[config.mk]
export PLATFORM = sky130hd
export DESIGN_NAME = stream_find_replace
export DESIGN_NICKNAME = d
export VERILOG_FILES = /design/src/rtl/sfr_pkg.sv /design/src/rtl/sfr_ctrl.sv /design/src/rtl/sfr_datapath.sv /design/src/rtl/stream_find_replace.sv
export SDC_FILE = /design/constraint.sdc
export NUM_CORES = 1
export LEC_CHECK = 0
export BUFFER_PORTS_ARGS = -buffer_cell sky130_fd_sc_hd__buf_2
export CORE_MARGIN = 5
export CORE_UTILIZATION = 47
export DETAILED_ROUTE_END_ITERATION = 16
export HOLD_SLACK_MARGIN = 0.02
export PLACE_DENSITY = 0.65
export SLEW_MARGIN = 20
export SYNTH_ARGS = -nofsm -noshare
export SYNTH_HDL_FRONTEND = slang
export SYNTH_SLANG_ARGS = --single-unit
[constraint.sdc]
create_clock -name i_clk -period 6.2 [get_ports i_clk]
set_clock_uncertainty 0.05 [all_clocks]
set_input_delay 0.62 -clock i_clk [delete_from_list [all_inputs] [get_ports i_clk]]
set_output_delay 0.62 -clock i_clk [all_outputs]
set_load 0.02 [all_outputs]
[src/rtl/sfr_pkg.sv]
// sfr_pkg: shared types and constants of the stream find-and-replace block
// payload structs, register indexes, controller states, controller/datapath links
// no dependencies
package sfr_pkg;

    localparam int BYTE_W     = 8;
    localparam int LEN_W      = 5;
    localparam int CFG_DATA_W = 64;
    localparam int CFG_IDX_W  = 3;
    localparam int STR_WORDS  = 3;

    localparam logic [CFG_IDX_W-1:0] CFG_PAT_W0  = 3'd0;
    localparam logic [CFG_IDX_W-1:0] CFG_PAT_W1  = 3'd1;
    localparam logic [CFG_IDX_W-1:0] CFG_PAT_W2  = 3'd2;
    localparam logic [CFG_IDX_W-1:0] CFG_PAT_LEN = 3'd3;
    localparam logic [CFG_IDX_W-1:0] CFG_REP_W0  = 3'd4;
    localparam logic [CFG_IDX_W-1:0] CFG_REP_W1  = 3'd5;
    localparam logic [CFG_IDX_W-1:0] CFG_REP_W2  = 3'd6;
    localparam logic [CFG_IDX_W-1:0] CFG_REP_LEN = 3'd7;

    typedef struct packed {
        logic [BYTE_W-1:0] in_byte;
        logic              in_end;
    } t_in_item;

    typedef struct packed {
        logic [BYTE_W-1:0] out_byte;
        logic              has_byte;
        logic              run_last;
        logic              stream_end;
    } t_out_item;

    typedef enum logic [1:0] {
        ST_IDLE,
        ST_EVAL,
        ST_EMIT,
        ST_MARK
    } t_state;

    typedef struct packed {
        logic push;
        logic eval;
        logic emit;
        logic mark;
    } t_dp_cmd;

    typedef struct packed {
        logic none;
        logic last;
        logic end_flag;
        logic out_free;
    } t_dp_stat;

endpackage

[src/rtl/sfr_ctrl.sv]
// sfr_ctrl: request sequencer of the stream find-and-replace block
// takes one request, has the datapath evaluate it, then steps out its results
// depends on sfr_pkg
module sfr_ctrl (
    input  logic              i_clk,
    input  logic              i_rst_n,
    input  logic              i_in_valid,
    output logic              o_in_stall,
    input  sfr_pkg::t_dp_stat i_stat,
    output sfr_pkg::t_dp_cmd  o_cmd
);

    sfr_pkg::t_state r_state;
    sfr_pkg::t_state n_state;

    always_ff @(posedge i_clk) begin
        if (!i_rst_n) begin
            r_state <= sfr_pkg::ST_IDLE;
        end else begin
            r_state <= n_state;
        end
    end

    always_comb begin
        n_state = r_state;
        case (r_state)
            sfr_pkg::ST_IDLE: begin
                if (i_in_valid) begin
                    n_state = sfr_pkg::ST_EVAL;
                end
            end
            sfr_pkg::ST_EVAL: begin
                if (!i_stat.none) begin
                    n_state = sfr_pkg::ST_EMIT;
                end else if (i_stat.end_flag) begin
                    n_state = sfr_pkg::ST_MARK;
                end else begin
                    n_state = sfr_pkg::ST_IDLE;
                end
            end
            sfr_pkg::ST_EMIT: begin
                if (i_stat.out_free && i_stat.last) begin
                    n_state = sfr_pkg::ST_IDLE;
                end
            end
            sfr_pkg::ST_MARK: begin
                if (i_stat.out_free) begin
                    n_state = sfr_pkg::ST_IDLE;
                end
            end
            default: n_state = sfr_pkg::ST_IDLE;
        endcase
    end

    always_comb begin
        o_cmd      = '0;
        o_in_stall = 1'b1;
        case (r_state)
            sfr_pkg::ST_IDLE: begin
                o_in_stall = 1'b0;
                o_cmd.push = i_in_valid;
            end
            sfr_pkg::ST_EVAL: begin
                o_cmd.eval = 1'b1;
            end
            sfr_pkg::ST_EMIT: begin
                o_cmd.emit = i_stat.out_free;
            end
            sfr_pkg::ST_MARK: begin
                o_cmd.mark = i_stat.out_free;
            end
            default: begin
                o_in_stall = 1'b1;
            end
        endcase
    end

endmodule

[src/rtl/sfr_datapath.sv]
// sfr_datapath: configuration registers, pending-byte window, match logic
// and the output register of the stream find-and-replace block
// depends on sfr_pkg
module sfr_datapath #(
    parameter int PATTERN_MAX = 24,
    parameter int REPLACE_MAX = 24
) (
    input  logic                                i_clk,
    input  logic                                i_rst_n,
    input  logic                                i_cfg_wr_en,
    input  logic [sfr_pkg::CFG_IDX_W-1:0]       i_cfg_idx,
    input  logic [sfr_pkg::CFG_DATA_W-1:0]      i_cfg_wdata,
    input  sfr_pkg::t_in_item                   i_in_data,
    input  sfr_pkg::t_dp_cmd                    i_cmd,
    output sfr_pkg::t_dp_stat                   o_stat,
    output logic                                o_out_valid,
    output sfr_pkg::t_out_item                  o_out_data,
    input  logic                                i_out_stall
);

    localparam int CW   = $clog2(PATTERN_MAX + 1);
    localparam int MAXN = (PATTERN_MAX > REPLACE_MAX) ? PATTERN_MAX : REPLACE_MAX;
    localparam int MW   = $clog2(MAXN + 1);
    localparam int RIW  = (REPLACE_MAX > 1) ? $clog2(REPLACE_MAX) : 1;
    localparam int LW   = sfr_pkg::LEN_W;

    logic [sfr_pkg::CFG_DATA_W-1:0] r_pword [sfr_pkg::STR_WORDS];
    logic [sfr_pkg::CFG_DATA_W-1:0] r_rword [sfr_pkg::STR_WORDS];
    logic [LW-1:0]                  r_plen;
    logic [LW-1:0]                  r_rlen;

    logic [sfr_pkg::BYTE_W-1:0] r_win [PATTERN_MAX];
    logic [CW-1:0]              r_count;
    logic                       r_end;
    logic                       r_rep;
    logic [MW-1:0]              r_rem;
    logic [RIW-1:0]             r_ridx;

    logic               r_ov;
    sfr_pkg::t_out_item r_out;

    logic [sfr_pkg::BYTE_W-1:0] pbytes [PATTERN_MAX];
    logic [sfr_pkg::BYTE_W-1:0] rbytes [REPLACE_MAX];
    logic [LW-1:0]              c5;
    logic [LW-1:0]              plen5;
    logic [LW-1:0]              rlen5;
    logic [LW-1:0]              pops5;
    logic [LW-1:0]              n5;
    logic                       hit;
    logic                       all_eq;
    logic                       last;
    logic                       out_free;

    // configuration registers
    always_ff @(posedge i_clk) begin
        if (!i_rst_n) begin
            for (int w = 0; w < sfr_pkg::STR_WORDS; w++) begin
                r_pword[w] <= '0;
                r_rword[w] <= '0;
            end
            r_plen <= '0;
            r_rlen <= '0;
        end else if (i_cfg_wr_en) begin
            case (i_cfg_idx)
                sfr_pkg::CFG_PAT_W0:  r_pword[0] <= i_cfg_wdata;
                sfr_pkg::CFG_PAT_W1:  r_pword[1] <= i_cfg_wdata;
                sfr_pkg::CFG_PAT_W2:  r_pword[2] <= i_cfg_wdata;
                sfr_pkg::CFG_PAT_LEN: r_plen     <= i_cfg_wdata[LW-1:0];
                sfr_pkg::CFG_REP_W0:  r_rword[0] <= i_cfg_wdata;
                sfr_pkg::CFG_REP_W1:  r_rword[1] <= i_cfg_wdata;
                sfr_pkg::CFG_REP_W2:  r_rword[2] <= i_cfg_wdata;
                sfr_pkg::CFG_REP_LEN: r_rlen     <= i_cfg_wdata[LW-1:0];
                default: ;
            endcase
        end
    end

    // byte views of the strings, byte k in word k/8
    always_comb begin
        for (int k = 0; k < PATTERN_MAX; k++) begin
            pbytes[k] = r_pword[k >> 3][8 * (k & 7) +: sfr_pkg::BYTE_W];
        end
        for (int k = 0; k < REPLACE_MAX; k++) begin
            rbytes[k] = r_rword[k >> 3][8 * (k & 7) +: sfr_pkg::BYTE_W];
        end
    end

    // evaluation of the window after a push
    always_comb begin
        c5    = LW'(r_count);
        plen5 = (r_plen > LW'(PATTERN_MAX)) ? LW'(PATTERN_MAX) : r_plen;
        rlen5 = (r_rlen > LW'(REPLACE_MAX)) ? LW'(REPLACE_MAX) : r_rlen;

        all_eq = 1'b1;
        for (int k = 0; k < PATTERN_MAX; k++) begin
            if ((LW'(k) < plen5) && (r_win[k] != pbytes[k])) begin
                all_eq = 1'b0;
            end
        end
        hit = (c5 == plen5) && (plen5 != '0) && all_eq;

        if (r_end) begin
            pops5 = c5;
        end else if (c5 > plen5) begin
            pops5 = ((c5 - plen5) >= LW'(2)) ? LW'(2) : (c5 - plen5);
        end else if (c5 == plen5) begin
            pops5 = LW'(1);
        end else begin
            pops5 = '0;
        end

        n5 = hit ? rlen5 : pops5;
    end

    assign last     = (r_rem == MW'(1));
    assign out_free = !r_ov || !i_out_stall;

    assign o_stat.none     = (n5 == '0);
    assign o_stat.last     = last;
    assign o_stat.end_flag = r_end;
    assign o_stat.out_free = out_free;

    // window shift line
    always_ff @(posedge i_clk) begin
        if (i_cmd.push) begin
            for (int k = 0; k < PATTERN_MAX; k++) begin
                if (LW'(k) == c5) begin
                    r_win[k] <= i_in_data.in_byte;
                end
            end
        end else if (i_cmd.emit && !r_rep) begin
            for (int k = 0; k < PATTERN_MAX - 1; k++) begin
                r_win[k] <= r_win[k + 1];
            end
        end
    end

    always_ff @(posedge i_clk) begin
        if (!i_rst_n) begin
            r_count <= '0;
        end else if (i_cmd.push) begin
            r_count <= r_count + CW'(1);
        end else if (i_cmd.eval && hit) begin
            r_count <= '0;
        end else if (i_cmd.emit && !r_rep) begin
            r_count <= r_count - CW'(1);
        end
    end

    // per-request sequencing data
    always_ff @(posedge i_clk) begin
        if (i_cmd.push) begin
            r_end <= i_in_data.in_end;
        end
        if (i_cmd.eval) begin
            r_rep  <= hit;
            r_rem  <= MW'(n5);
            r_ridx <= '0;
        end else if (i_cmd.emit) begin
            r_rem  <= r_rem - MW'(1);
            r_ridx <= r_ridx + RIW'(1);
        end
    end

    // output register
    always_ff @(posedge i_clk) begin
        if (!i_rst_n) begin
            r_ov <= 1'b0;
        end else if (i_cmd.emit || i_cmd.mark) begin
            r_ov <= 1'b1;
        end else if (!i_out_stall) begin
            r_ov <= 1'b0;
        end
    end

    always_ff @(posedge i_clk) begin
        if (i_cmd.emit) begin
            r_out.out_byte   <= r_rep ? rbytes[r_ridx] : r_win[0];
            r_out.has_byte   <= 1'b1;
            r_out.run_last   <= last;
            r_out.stream_end <= r_end && last;
        end else if (i_cmd.mark) begin
            r_out.out_byte   <= '0;
            r_out.has_byte   <= 1'b0;
            r_out.run_last   <= 1'b1;
            r_out.stream_end <= 1'b1;
        end
    end

    assign o_out_valid = r_ov;
    assign o_out_data  = r_out;

endmodule

[src/rtl/stream_find_replace.sv]
// stream_find_replace: top level of the streaming find-and-replace block
// joins the sequencer sfr_ctrl and the datapath sfr_datapath
// depends on sfr_pkg, sfr_ctrl and sfr_datapath
//
// Input channel: one stream byte per request with an end-of-stream flag.
// Output channel: one byte per result, flagged with has_byte, run_last on the
// last result caused by an input byte and stream_end on the final one.
// An ending byte that causes no output gives one empty marker result.
// Configuration: plain write port, pattern and replacement words and lengths, to be
// written only while the block is idle; the block itself does not enforce this.
// Sequencing: the sequencer takes an input byte, has the datapath evaluate it,
// then steps the results it causes one at a time through the single output
// register. A byte that only enters the window causes no result, a match emits
// the replacement bytes and an end of stream the bytes left (or an empty end
// marker).
// Results leave through a register; the first one is valid after the request has
// been taken and evaluated, and the rest follow one per cycle. While the receiver
// stalls, the held result stays put and the block waits; input is stalled
// whenever a request is still in work.
// Reset (synchronous, active low) clears the state, configuration, byte count and output valid and empties the window.
module stream_find_replace #(
    parameter int PATTERN_MAX = 24,
    parameter int REPLACE_MAX = 24
) (
    input  logic                           i_clk,
    input  logic                           i_rst_n,
    input  logic                           i_cfg_wr_en,
    input  logic [sfr_pkg::CFG_IDX_W-1:0]  i_cfg_idx,
    input  logic [sfr_pkg::CFG_DATA_W-1:0] i_cfg_wdata,
    input  logic                           i_in_valid,
    output logic                           o_in_stall,
    input  sfr_pkg::t_in_item              i_in_data,
    output logic                           o_out_valid,
    input  logic                           i_out_stall,
    output sfr_pkg::t_out_item             o_out_data
);

    sfr_pkg::t_dp_cmd  cmd;
    sfr_pkg::t_dp_stat stat;

    sfr_ctrl u_ctrl (
        .i_clk      (i_clk),
        .i_rst_n    (i_rst_n),
        .i_in_valid (i_in_valid),
        .o_in_stall (o_in_stall),
        .i_stat     (stat),
        .o_cmd      (cmd)
    );

    sfr_datapath #(
        .PATTERN_MAX (PATTERN_MAX),
        .REPLACE_MAX (REPLACE_MAX)
    ) u_dp (
        .i_clk       (i_clk),
        .i_rst_n     (i_rst_n),
        .i_cfg_wr_en (i_cfg_wr_en),
        .i_cfg_idx   (i_cfg_idx),
        .i_cfg_wdata (i_cfg_wdata),
        .i_in_data   (i_in_data),
        .i_cmd       (cmd),
        .o_stat      (stat),
        .o_out_valid (o_out_valid),
        .o_out_data  (o_out_data),
        .i_out_stall (i_out_stall)
    );

endmodule

After elaboration in Yosys (flattened, before gate mapping)

Memories as Yosys holds them, arrays and structs flattened.
Cells that the tools add are included.

Memory bits (writable): 576
Flip-flop bits (word level): 41
Word-level logic and storage cells: 377
Memories: 3

Memories:

| name         | depth | width | read ports | clocked after memory_dff | write ports | line               | text |
|---|---|---|---|---|---|---|---|
| u_dp.r_pword | 3     | 64    | 3          | 0                        | 3           | sfr_datapath.sv:27 | `logic [sfr_pkg::CFG_DATA_W-1:0] r_pword [sfr_pkg::STR_WORDS];` |
| u_dp.r_rword | 3     | 64    | 3          | 0                        | 3           | sfr_datapath.sv:28 | `logic [sfr_pkg::CFG_DATA_W-1:0] r_rword [sfr_pkg::STR_WORDS];` |
| u_dp.r_win   | 24    | 8     | 24         | 0                        | 23          | sfr_datapath.sv:32 | `logic [sfr_pkg::BYTE_W-1:0] r_win [PATTERN_MAX];` |

Mux-type cells: 187
Magnitude comparators: 29
Add/sub/neg operators: 5
Reductions and logical operators: 47
Eq/ne operators: 63
Bitwise operators: 30

Operators by type and width:

| cell                                                       | count |
|---|---|
| two-way mux 64 bit                                         | 6 |
| two-way mux 8 bit                                          | 27 |
| inequality test 8 bit                                      | 24 |
| two-way mux 1 bit                                          | 133 |
| two-way mux 5 bit                                          | 12 |
| binary-select mux 8 bit (select 5 bit)                     | 1 |
| == test 4 x 5 -> 1 bit (first input constant)              | 8 |
| == test 5 bit (first input constant)                       | 8 |
| less-than comparator 4 x 5 -> 1 bit (first input constant) | 8 |
| less-than comparator 5 bit (first input constant)          | 8 |
| logical AND 1 bit                                          | 30 |
| OR 1 bit                                                   | 29 |
| two-way mux 11 bit                                         | 2 |
| == test 3 x 5 -> 1 bit (first input constant)              | 4 |
| less-than comparator 3 x 5 -> 1 bit (first input constant) | 4 |
| == test 3 bit (second input constant)                      | 4 |
| adder 5 x 1 -> 5 bit (second input constant)               | 2 |
| == test 2 x 5 -> 1 bit (first input constant)              | 2 |
| greater-than comparator 5 bit (second input constant)      | 2 |
| zero test 5 bit                                            | 2 |
| less-than comparator 1 x 5 -> 1 bit (first input constant) | 2 |
| less-than comparator 2 x 5 -> 1 bit (first input constant) | 2 |
| two-way mux 2 bit                                          | 5 |
| subtractor 5 x 1 -> 5 bit (second input constant)          | 2 |
| 25 further kinds                                           | 34 |

Depth between registers and ports, before layout

Depth in word-level cells: 33
Gate-level depth with buffers: 14

By module

Synthesis repeated with hierarchy kept, for this count alone.

Cell total of the unflattened synthesis: 1787
Area total of the unflattened synthesis: 26736.9 um^2

Modules (own cells, without submodules):

| module       | times used | seq. area each (um^2) | area each (um^2) | cells an instance |
|---|---|---|---|---|
| sfr_datapath | 1          | 18247.5               | 26608.0          | 1772 |
| sfr_ctrl     | 1          | 40.0                  | 128.9            | 15 |

Least setup slack after synthesis

No wires, ideal clock.

Kind: input -> register
From: input i_cfg_idx[1] in the netlist's numbering
To: memory u_dp.r_pword[0][0] in the netlist's numbering, enable pin
Buffers on the path: 1
Required time: 5568 ps
Setup slack: 21 ps
Cell stages on the path: 2
Arrival: 5547 ps
Path through: clkbuf_1 > o31ai_1

RTL lines:

| element         | line                      | text |
|---|---|---|
| start, declared | stream_find_replace.sv:28 | `input logic [sfr_pkg::CFG_IDX_W-1:0] i_cfg_idx,` |
| end, declared   | sfr_datapath.sv:27        |  |

==> impl_results.md <==
* Status: finished clean
* Final Setup Violations at 0
* Initial Utilization at 0.475
* CTS resizes at 0
* Hold path depth at 1
* Sequential share of the synthesized area at 0.683
* Final Critical Period at between 3 and 4 ns
* Vias at around 16,000
* I/O Pins at between 90 and 100
* Syn nets at 1,877
* Synth cell types at 66
* PwrDens at 396 nW/um^2
* Clock Tree Buf Depth at 3
* CTS Hold Bufs at 0
* R2R depth at 9
* Largest cells by area after synthesis: edfxtp_1 (66%), mux4_2 (4.7%), xor2_1 (4.6%)
* Largest family of logic cells by synthesized area: simple AND/OR/NAND/NOR gates
* Compound-Gate Fraction of Synth Area at 0.0736
* Fmax at between 200 and 300 MHz
* Clk_lat worst skew at about 0.65 ns
* Setup Fix Bufs, Post-CTS at 0
* DRT iter0 DRCs at 1,849
* Port bufs at a little over 90
* GPL Wtd Cong at between 0.9 and 1
* Max Used Layer: met4
* Max-slew headroom at 0.317
* Final WS setup at ~2.3 ns
* Post-synth EDFFs at 593
* Ys async rst share at 0
* Leakage Power at approximately 11 nW
* Crit share post-route at 0.630
* Largest net degree at the start of global routing at 76
* CP Capture Type: flop
* Mapped Area at 26,800 um^2
* Worst Max-Slew Pin Slew at roughly 1.0 ns
* Setup WS pre-CTS at 2.32 ns
* Final hold vios at 0
* H-tree levels at 2
* DR WL/cell at between 20 and 30 um
* Simple-Gate Fraction of Synth Area at 0.0976
* Pre-antenna DRT Iters at 5
* Max-cap violations at 0
* Cell Rows at a little under 90
* Total global routing overflow at 0
* Die Width at 249 um
* Wire length on met3 at around 6900 um
* Antenna Violating Nets Remaining at 0
* Worst-path clk slew at around 0.06 ns
* Top cell type's share of synthesized area at 0.665
* Post-synthesis xor/xnor area fraction at 0.0660
* Clock root buffer: clkbuf_16
* Critical Path AT at between 4 and 5 ns
* Met2 WL at between 30,000 and 40,000 um
* Synth Flop Type: edfxtp_1
* CTS tree: yes
* Number of global-route vias before repair at 15,700
* Max Slew Vio Count at 0
* Total Nets Final at 1,954
* Unrepaired setup endpoints after global routing: false
* #FFs+latches synth at approximately 620
* CTS sink cnt at about 620
* Required @ worst endpoint at approximately 6.7 ns
* Die height at approximately 250 um
* Fraction of the mapped netlist area in adder cells at 0.00729
* Syn Inst Count at between 1,500 and 2,000
* Num CTS Buffers at slightly below 60
* DR vias/cell at 5.92
* Post-DP HPWL at 53,700 um
* Cell taking the most area after synthesis: edfxtp_1
* Peak supply drop at approximately 230 uV
* CORE AREA at approximately 56,000 um^2
* P&R area growth vs syn at 12.2%
* CP Class: flop to flop
* Setup crit start kind: flop
* Class of the worst hold path: primary input to flop
* Setup TNS at 0 ns
* Die area at roughly 62,000 um^2
* Detailed Route WL at around 74,000 um
* DRC viols at 0
* Yosys Warn Count at 0
* CP max FO at 75
* Gr usage total at 0.235
* Share of cells above drive strength 1 at 0.159
* Initial antenna violation count at 3
* Mean Syn Cell Area at 15.0 um^2
* Mux share of post-synthesis cell area at 0.0542
* First-pass GRT wire length at approximately 110,000 um
* Wl on met1 at slightly above 30,000 um
[sequential cells by signal, summed over array words and instances (netlist names)]
| signal | count |
|---|---|
| u_dp.o_out_data | 11 |
| u_ctrl.r_state | 2 |
| u_dp.r_pword | 192 |
| u_dp.r_end | 1 |
| u_dp.r_ridx | 5 |
| u_dp.c5 | 5 |
| u_dp.r_win | 192 |
| u_dp.r_plen | 5 |
| u_dp.r_rep | 1 |
| u_dp.o_out_valid | 1 |
| u_dp.r_rem | 5 |
| u_dp.r_rword | 192 |
| u_dp.r_rlen | 5 |
[kinds of logic after synthesis]
logic type      Yosys count
buf+inv                 115
compound gates          285
simple gates            473
mux                      74
xor+xnor                202
flops                   617
fa+ha+maj                15
[stage by stage]
step	instance area [um^2]	std cells	total power, W	hold slack (ns)	utilization
final	30100	2666	0.0119	0.165	0.533
after global routing	30100	2665	0.0124	0.138	0.533
after CTS	30000	2665	0.0119	0.125	0.533
after detailed placement	28000	2553	0.00822	0.385	0.497
after global placement	28000	2553	0.00817	0.380	0.497
after floorplan	26800	1781	0.00734	0.459	-
[metal layers]
| metal | GRT usage | up-vias |
|---|---|---|
| li1 | - | 6831 |
| met1 | 0.334 | 8038 |
| met2 | 0.355 | 788 |
| met3 | 0.0563 | 121 |
| met4 | 0.0888 | 0 |
| met5 | 0 | - |
[critical path, stage by stage (launching register included)]
cell and delay (ns):
dfxtp_1 0.44, inv_1 0.19, ha_1 0.59, nand3_2 0.33, nand2b_1 0.17, a211oi_1 0.09
nor3_2 0.54, or2_4 0.79, buf_12 0.35, a21o_1 0.19
[worst paths after layout]
path	startpoint	end	slack (ns)
setup / recovery	u_dp.c5[1]	u_dp.r_win[0][35]	2.29
hold / removal	i_in_data[0]	u_dp.r_end	0.16
setup reg to reg	u_dp.c5[1]	u_dp.r_win[0][35]	2.29
hold reg to reg	u_dp.o_out_data[2]	u_dp.o_out_data[2]	0.39
[placed cells by master (no fill, tap or decap), types with 4 or more instances in the layout]
cell,instances
clkbuf_1,11
nor4_2,10
o21ai_0,16
nor2b_1,15
bufinv_16,9
and2_1,148
inv_1,13
a22o_1,8
mux4_2,56
xor2_1,142
clkbuf_16,59
a31oi_1,7
clkinv_1,15
buf_2,93
a21oi_1,59
edfxtp_1,593
clkinvlp_4,4
mux2_2,8
mux2i_1,10
a22oi_1,11
clkinv_2,10
a21o_1,137
or3_1,5
nor4_1,28
nor2_1,35
xnor2_1,60
dfxtp_1,22
nor3_1,8
a211oi_1,13
nand2b_1,7
o21ai_1,4
nand2_1,121
o21ai_4,4
buf_4,21
nand4_1,22
ha_1,14
nand3_1,48
[layout make-up]
| cell class | instances | area, um^2 |
|---|---|---|
| multi-input cells | 1049 | 8110 |
| well taps | 756 | 946 |
| flip-flops and latches | 617 | 18300 |
| diodes | 1 | 2.50 |
| repair buffers | 115 | 643 |
| fillers | 4628 | 26300 |
| clock inverters | 42 | 480 |
| inverters | 16 | 60.1 |
| clock buffers | 70 | 1520 |
[synthesized netlist by cell type (all sizes together), types with 5 or more instances]
master  number
a211oi      13
a21o       137
a21oi       61
a22o         8
a22oi       11
a31oi        7
and2       148
buf         45
clkbuf      54
dfxtp       24
edfxtp     593
ha          14
inv         14
mux2         8
mux2i       10
mux4        56
nand2      123
nand2b       7
nand3       50
nand4       22
nor2        38
nor2b       15
nor3        10
nor4        40
o21ai       24
or3          5
xnor2       60
xor2       142
[power by group]
group	internal (W)	switching (W)
Clock	0.00213	0.00159
Combinational	0.000955	0.00142
Sequential	0.00527	0.000543
Total	0.00836	0.00355
No activity file was read; power rests on OpenSTA's default activity.
